<file path="src/hw/rtl/sbpc_pkg.sv">
package sbpc_pkg;

   localparam int NUM_BLOCK_COLS_DEF  = 1024;
   localparam int MAX_BLOCK_ELEMS_DEF = 32;

   localparam logic [1:0] OP_NONZERO = 2'd0;
   localparam logic [1:0] OP_END_ROW = 2'd1;
   localparam logic [1:0] OP_DRAIN   = 2'd2;

   localparam logic [2:0] ST_ACCEPT = 3'd0;
   localparam logic [2:0] ST_VALUE  = 3'd1;
   localparam logic [2:0] ST_IDLE   = 3'd2;
   localparam logic [2:0] ST_BUSY   = 3'd3;
   localparam logic [2:0] ST_BAD    = 3'd4;

   localparam logic [1:0] REG_HEIGHT = 2'd0;
   localparam logic [1:0] REG_WIDTH  = 2'd1;

   typedef struct packed {
      logic [1:0]  operation;
      logic [31:0] row_index;
      logic [14:0] col_index;
      logic [63:0] element_value;
      logic        stripe_end;
   } req_type;

   typedef struct packed {
      logic [2:0]  status;
      logic [31:0] block_row;
      logic [9:0]  block_col;
      logic [31:0] pattern;
      logic [63:0] out_value;
      logic        last_of_block;
      logic        last_of_block_row;
      logic [31:0] block_total;
   } rsp_type;

   // controller -> datapath
   typedef struct packed {
      logic start;     // latch request, begin divide
      logic div_step;  // one quotient bit step
      logic lookup;    // read per-column stores
      logic execute;   // commit result and write back
      logic clear_row; // clearing pass step
   } cmd_type;

   // datapath -> controller
   typedef struct packed {
      logic div_done;
      logic clear_done;
   } sts_type;

endpackage

</file>
<file path="src/hw/rtl/sbpc_control.sv">
module sbpc_control
   import sbpc_pkg::*;
(
   input  logic    clock,
   input  logic    reset,
   input  logic    req_valid,
   output logic    req_stall,
   output logic    rsp_valid,
   input  logic    rsp_stall,
   output cmd_type cmd,
   input  sts_type sts
);
   localparam logic [2:0] S_CLEAR  = 3'd0;
   localparam logic [2:0] S_IDLE   = 3'd1;
   localparam logic [2:0] S_DIVIDE = 3'd2;
   localparam logic [2:0] S_LOOKUP = 3'd3;
   localparam logic [2:0] S_EXEC   = 3'd4;

   logic [2:0] state_ff, state_in;
   logic rsp_valid_ff;

   assign req_stall = (state_ff != S_IDLE);
   assign rsp_valid = rsp_valid_ff;

   always_comb begin
      state_in = state_ff;
      cmd = '0;
      unique case (state_ff)
         S_CLEAR: begin
            cmd.clear_row = 1'b1;
            if (sts.clear_done) state_in = S_IDLE;
         end
         S_IDLE: begin
            if (req_valid) begin
               cmd.start = 1'b1;
               state_in = S_DIVIDE;
            end
         end
         S_DIVIDE: begin
            cmd.div_step = 1'b1;
            if (sts.div_done) state_in = S_LOOKUP;
         end
         S_LOOKUP: begin
            cmd.lookup = 1'b1;
            state_in = S_EXEC;
         end
         S_EXEC: begin
            if (!rsp_valid_ff || !rsp_stall) begin
               cmd.execute = 1'b1;
               state_in = S_IDLE;
            end
         end
         default: state_in = S_IDLE;
      endcase
   end

   always_ff @(posedge clock) begin
      if (reset) begin
         state_ff <= S_CLEAR;
         rsp_valid_ff <= 1'b0;
      end else begin
         state_ff <= state_in;
         if (cmd.execute) rsp_valid_ff <= 1'b1;
         else if (!rsp_stall) rsp_valid_ff <= 1'b0;
      end
   end

endmodule

</file>
<file path="config.mk">
export PLATFORM = sky130hd
export DESIGN_NAME = sbpc_control
export DESIGN_NICKNAME = d
export VERILOG_FILES = /design/src/hw/rtl/sbpc_pkg.sv /design/src/hw/rtl/sbpc_control.sv
export SDC_FILE = /design/constraint.sdc
export NUM_CORES = 1
export LEC_CHECK = 0
export BUFFER_PORTS_ARGS = -buffer_cell sky130_fd_sc_hd__buf_2
export CAP_MARGIN = 20
export CELL_PAD_IN_SITES_DETAIL_PLACEMENT = 1
export CELL_PAD_IN_SITES_GLOBAL_PLACEMENT = 1
export CORE_AREA = 8 8 45 47
export DETAILED_ROUTE_END_ITERATION = 12
export DIE_AREA = 0 0 53 55
export PLACE_DENSITY_LB_ADDON = 0.1
export SYNTH_ARGS = -nofsm -noshare
export SYNTH_HDL_FRONTEND = slang
export SYNTH_SLANG_ARGS = --single-unit
</file>
<file path="constraint.sdc">
create_clock -name clock -period 2.7 [get_ports clock]
set_input_delay 0.135 -clock clock [delete_from_list [all_inputs] [get_ports clock]]
set_output_delay 0.135 -clock clock [all_outputs]
set_load 0.02 [all_outputs]
</file>
==> key figures, run 1 <==
Timing
  • Slew margin rel.: 0.771
  • Min Tclk post-route: between 1000 and 1500 ps
  • Final Max Slew Viols: 0
  • Least-Margin Pin Slew: roughly 340 ps
  • Setup violators final: 0
  • Setup TNS: 0 ps
  • Setup repair after global routing missed its margin: no
  • Clock Skew: about 2.1 ps
  • Hold WS: approximately 120 ps
  • Fin crit share: 0.491
  • F_max: 0.754 GHz
  • Hold Fails Final Rpt: 0

Job
  • MaxCap Viol Count: 0

Run status
  • Result of the run: complete, no violations

Yosys
  • Synth Register Bits: 4
  • Leading area contributor after synthesis: dfxtp_1
  • Synth cell types: 16
  • Ys Warns: 0
  • Synth top area share: 0.340
  • Synthesized Nets: 36
  • Post-synthesis sequential area ratio: 0.340
  • Cells taking the most area after synthesis: dfxtp_1, a21oi_1, nor3_1
  • Synth Instances: 30
  • Syn avg cell area: between 7 and 8 sq um
  • Post-Syn Area: around 240 sq um

Layout
  • Area Growth Syn to Fin: 33.5%
  • Seq. cell area: approximately 80 sq um
  • Antenna Diode Count: 0
  • Finished Layout Cells: 58
  • Most frequent cells in the layout: buf_2, nand2_1, a21oi_1, nor3_1, dfxtp_1
  • Area of the multi-input gates: 131 sq um
  • Filler cells: 180
  • Most common cell after layout, fill and taps aside: buf_2
  • Nets: 50
  • Post-route cell area: 314 sq um
  • Layout cells sized above 1: 0.357

Floorplanning
  • Total die area: 2920 sq um
  • Row Count: 14
  • I/O pin count: 13
  • Initial Util: 0.170
  • CORE AREA: 1380 sq um
  • Chip Height: between 50 and 60 microns
  • Die width: between 50 and 60 microns

Place
  • Final Wtd Congestion: roughly 0.63
  • Port bufs: 12
  • Placed cell area: 292 sq um
  • Dpl cells: 55

Worst hold path
  • Hold Crit Class: primary input to flip-flop
  • Min-delay src: reset

Route
  • Antenna-violating nets left: 0
  • Final wirelength: about 690 microns
  • Via Count: between 200 and 300
  • Routed WL per cell: 11.9 microns
  • DRC viols: 0
  • Vias per inst: between 4 and 5
  • Drt pass-1 iters: 2
  • Number of DRC markers in iteration 0: 1

Clock tree
  • Clk_lat worst skew: 230 ps
  • CTS Root Buffer Type: clkbuf_4
  • Post-CTS setup buffers: 0
  • Hold Buf Count CTS: 0
  • Clk sinks: 4
  • CTS tree: done
  • Maximum clock path buffer count: 2
  • Clock slew at reported path FFs: about 40 ps
  • Resized cells post-CTS: 0
  • Htree depth: 1
  • Inserted Clock Buffers: 3

Critical path
  • Setup CP Type: flip-flop to output pin
  • CP endpoint kind: output pin
  • WP data required: 2570 ps
  • CP Launch Point: state_ff[1]$_SDFFE_PP0P_
  • Worst R2R Start: state_ff[1]$_SDFFE_PP0P_
  • Max stage delay on crit path: between 300 and 400 ps
  • Critical Path Start Type: flip-flop
  • Crit-path cells: nor2_1 -> nand2_1 -> a21oi_1 -> buf_2
  • Critical path arrival: around 1200 ps
  • Crit-path max FO: 11
  • Slowest cell on crit path: dfxtp_1

GRT
  • Total gr overflow: 0
  • Vias in the first global route: ~270
  • Global-route wire length before repair: about 1100 microns
  • Gr usage total: 0.0530
  • Largest net degree at the start of global routing: 12
  • Initial antenna violation count: 0

Power and ir drop
  • Worst IR Drop VDD: 0.145 mV
  • Leakage Power: around 0.00014 uW
  • Total power: ~180 uW
  • Cell Pwr Density: ~570 nW/um^2
-- synth_stat cells (all sizes together) --
cell type and number:
o21ai 1, a41oi 1, nand2 4, mux2 1
and3b 1, buf 3, nand4b 1, nor2 3
dfxtp 4, or3b 1, nor3 4, nor3b 1
a21oi 4, or3 1
-- final cells by class --
cell class	instances	area share
clock buffers	3	0.0717
multi-input cells	23	0.418
flip-flops and latches	4	0.255
well taps	16	0.0637
repair buffers	12	0.191
-- worst max-delay path, delay by kind of cell, from the launching register on --
family                 cells  cell delay, ps
DFF                        1             390
and+or+nand+nor            2             270
buffers and inverters      1             180
AOI/OAI and AO/OA          1             130
-- path summary, 6_finish.rpt --
check                                   to  slack (ps)  cells after the start
setup / recovery                    cmd[1]        1370                      4
hold / removal    state_ff[2]$_SDFFE_PP0P_         120                      2
hold reg to reg     rsp_valid$_SDFFE_PP0P_         500                      2
setup reg to reg  state_ff[0]$_SDFFE_PP0P_        1530                      3
-- logic make-up after synthesis --
group                  after synthesis  synth area share
buffers and inverters                3             0.101
flip-flops                           4             0.340
AO/OA/AOI/OAI                        6             0.144
AND/OR/NAND/NOR                     16             0.367
multiplexers                         1            0.0479
-- state kept, by name (all words and copies together) (netlist names) --
| register | count |
|---|---|
| state_ff | 3 |
| rsp_valid | 1 |
-- per-stage QoR --
step	util	setup WS (ps)
after floorplan	-	1580
after global placement	0.211	1580
after detailed placement	0.211	1530
after CTS	0.227	1360
after global routing	0.227	1210
final	0.227	1370
-- metal layers --
metal,share of wire,global-route usage
met3,0.052,0.0214
met5,0,0
met2,0.41,0.0664
met4,0.017,0.0388
met1,0.52,0.0700
-- where the power goes --
group | total [uW] | internal [uW] | leakage [uW] | switching [uW]
Clock | 72.2 | 49.6 | 0.0000138 | 22.6
Sequential | 70.3 | 62.7 | 0.0000327 | 7.61
Combinational | 36.3 | 15.0 | 0.0000932 | 21.3
Total | 179 | 127 | 0.000140 | 51.5
(Power assumes the default switching activity.)
==> run 2: changes to the inputs <==
ABC_AREA = 1   (was default)
clock period = 1.3 ns   (was 2.7 ns; I/O delays follow)
==> key figures, run 2 <==
Floorplanning
  • I/O pin count: 13
  • Chip Height: roughly 55 microns
  • Die width: approximately 53 microns
  • Initial Util: 0.185
  • Row Count: 14
  • Total die area: 2920 sq um
  • CORE AREA: 1380 sq um

GRT
  • Total gr overflow: 0
  • Vias in the first global route: between 200 and 300
  • Largest net degree at the start of global routing: 7
  • Global-route wire length before repair: roughly 1100 microns
  • Gr usage total: 0.0519
  • Initial antenna violation count: 0

Yosys
  • Synth Instances: between 40 and 50
  • Ys flop type: dfxtp_1
  • Leading area contributor after synthesis: dfxtp_1
  • Ys Warns: 0
  • Syn avg cell area: ~6.3 sq um
  • Post-synthesis sequential area ratio: 0.312
  • Synth cell types: 13
  • Post-Syn Area: 256 sq um
  • Cells taking the most area after synthesis: dfxtp_1, nand2_1, inv_1
  • EDFF count, synth: 0
  • Synth Register Bits: 4
  • Top-count cell post-synth: nand2_1
  • Post-synth top cells: nand2_1, inv_1, nor2_1
  • Ys async rst share: 0
  • Synthesized Nets: 47
  • Synth top area share: 0.312

Timing
  • Min Tclk post-route: 1180 ps
  • Clock Skew: approximately 1.2 ps
  • Setup TNS: 0 ps
  • Hold WS: between 30 and 40 ps
  • Setup violators final: 0
  • Final Max Slew Viols: 0
  • Slew margin rel.: 0.836
  • Final Worst Setup Slack: 118 ps
  • Setup repair after global routing missed its margin: no
  • Hold Fails Final Rpt: 0
  • F_max: ~0.85 GHz
  • Least-Margin Pin Slew: around 250 ps
  • Fin crit share: 0.909

Critical path
  • Reg2Reg Depth: 7
  • Critical path arrival: approximately 1100 ps
  • Critical Path Start Type: flip-flop
  • Worst R2R Start: state_ff[2]$_SDFFE_PP0P_
  • WP data required: 1240 ps
  • Setup CP Type: flip-flop to output pin
  • Crit-path max FO: 6
  • Worst R2R End: state_ff[0]$_SDFFE_PP0P_
  • CP endpoint kind: output pin
  • Setup slack, reg-to-reg: about 230 ps

Layout
  • Finished Layout Cells: roughly 70
  • Most frequent cells in the layout: buf_2, nand2_1, inv_1, nor2_1
  • Area of the multi-input gates: ~130 sq um
  • Most common cell after layout, fill and taps aside: buf_2
  • Layout cells sized above 1: 0.411
  • Max FFs per register: 3
  • Nets: 64
  • Area Growth Syn to Fin: 44.4%
  • Filler cells: ~180
  • Biggest register: state_ff
  • Seq. cell area: about 81 sq um
  • Post-route cell area: between 300 and 400 sq um
  • Antenna Diode Count: 0

Clock tree
  • Post-CTS setup buffers: 0
  • Clk sinks: 4
  • CTS Root Buffer Type: clkbuf_4
  • Clk_lat worst skew: ~230 ps
  • Resized cells post-CTS: 0
  • Maximum clock path buffer count: 2
  • Clock slew at reported path FFs: ~40 ps
  • Inserted Clock Buffers: 3
  • Htree depth: 1
  • Hold Buf Count CTS: 0
  • CTS tree: done

Place
  • Dpl ws: 234 ps
  • Hpwl dp: approximately 620 microns
  • Final Wtd Congestion: a little under 0.7
  • Placed cell area: around 340 sq um
  • Port bufs: 12
  • Dpl cells: slightly below 70

Route
  • DRC viols: 0
  • Number of DRC markers in iteration 0: 2
  • Final wirelength: about 700 microns
  • Antenna-violating nets left: 0
  • Vias per inst: roughly 4
  • Via Count: about 290
  • Routed WL per cell: roughly 9.8 microns
  • Drt pass-1 iters: 2

Worst hold path
  • Hold depth: 2
  • Min-delay src: reset
  • Hold endpoint: state_ff[2]$_SDFFE_PP0P_
  • Hold Crit Class: primary input to flip-flop

Power and ir drop
  • Leakage Power: between 0.0002 and 0.00025 uW
  • Cell Pwr Density: approximately 1700 nW/um^2
  • Worst IR Drop VDD: 0.511 mV

Run status
  • Result of the run: complete, no violations

Job
  • MaxCap Viol Count: 0
-- run 2: changes by cell type in the layout (fill, tap and decap cells not counted), sizes merged, moves of 3 or more --
cell,change
nor3,-3
clkinv,+3
inv,+7
nand3,+3
nand2,+6
nor2,+6
-- run 2: worst max-delay path by stage --
stage                                         from                       end  slack, ps  depth (start not counted)
after detailed placement  state_ff[0]$_SDFFE_PP0P_  state_ff[0]$_SDFFE_PP0P_        230                          7
after global placement    state_ff[1]$_SDFFE_PP0P_  state_ff[0]$_SDFFE_PP0P_        220                          7
final                     state_ff[2]$_SDFFE_PP0P_                    cmd[4]        120                          4
after global routing      state_ff[2]$_SDFFE_PP0P_                    cmd[4]         20                          4
after floorplan           state_ff[1]$_SDFFE_PP0P_  state_ff[2]$_SDFFE_PP0P_        180                          6
after CTS                 state_ff[0]$_SDFFE_PP0P_                    cmd[4]         40                          5
-- run 2: cells by family after synthesis --
kind of cell,share of synthesized area
AOI/OAI and AO/OA,0.0585
buffers and inverters,0.195
DFF,0.312
and+or+nand+nor,0.434
-- run 2: final cells by class --
type                            instances  area share
Sequential cell                         4       0.220
Inverter                               10       0.135
Multi-Input combinational cell         27       0.361
Clock buffer                            3      0.0608
Tap cell                               16      0.0541
Timing Repair Buffer                   12       0.169
-- run 2: through the flow --
| step | total power [uW] | utilization |
|---|---|---|
| 2_1_floorplan | 388 | - |
| 3_3_place_gp | 492 | 0.243 |
| 3_5_place_dp | 487 | 0.243 |
| 4_1_cts | 649 | 0.259 |
| 5_1_grt | 705 | 0.268 |
| 6_report | 641 | 0.268 |
-- run 2: critical path, stage by stage, from the launching register on --
cell and delay [ps]:
dfxtp_1 370, nor2_2 170, nand2_1 100, nor2_1 80, buf_2 160
-- run 2: metal layers --
layer	vias to the layer above	global-route usage	part of all wire
met5	-	0	0
met4	0	0.0388	0
met3	0	0.0214	0.084
met2	6	0.0977	0.56
met1	127	0.0426	0.35
li1	156	-	-
-- run 2: where the power goes --
part | internal, uW | total (uW) | switching, uW
clock | 103 | 151 | 47.9
combinational | 104 | 318 | 214
sequential | 149 | 172 | 23.0
total | 356 | 641 | 285
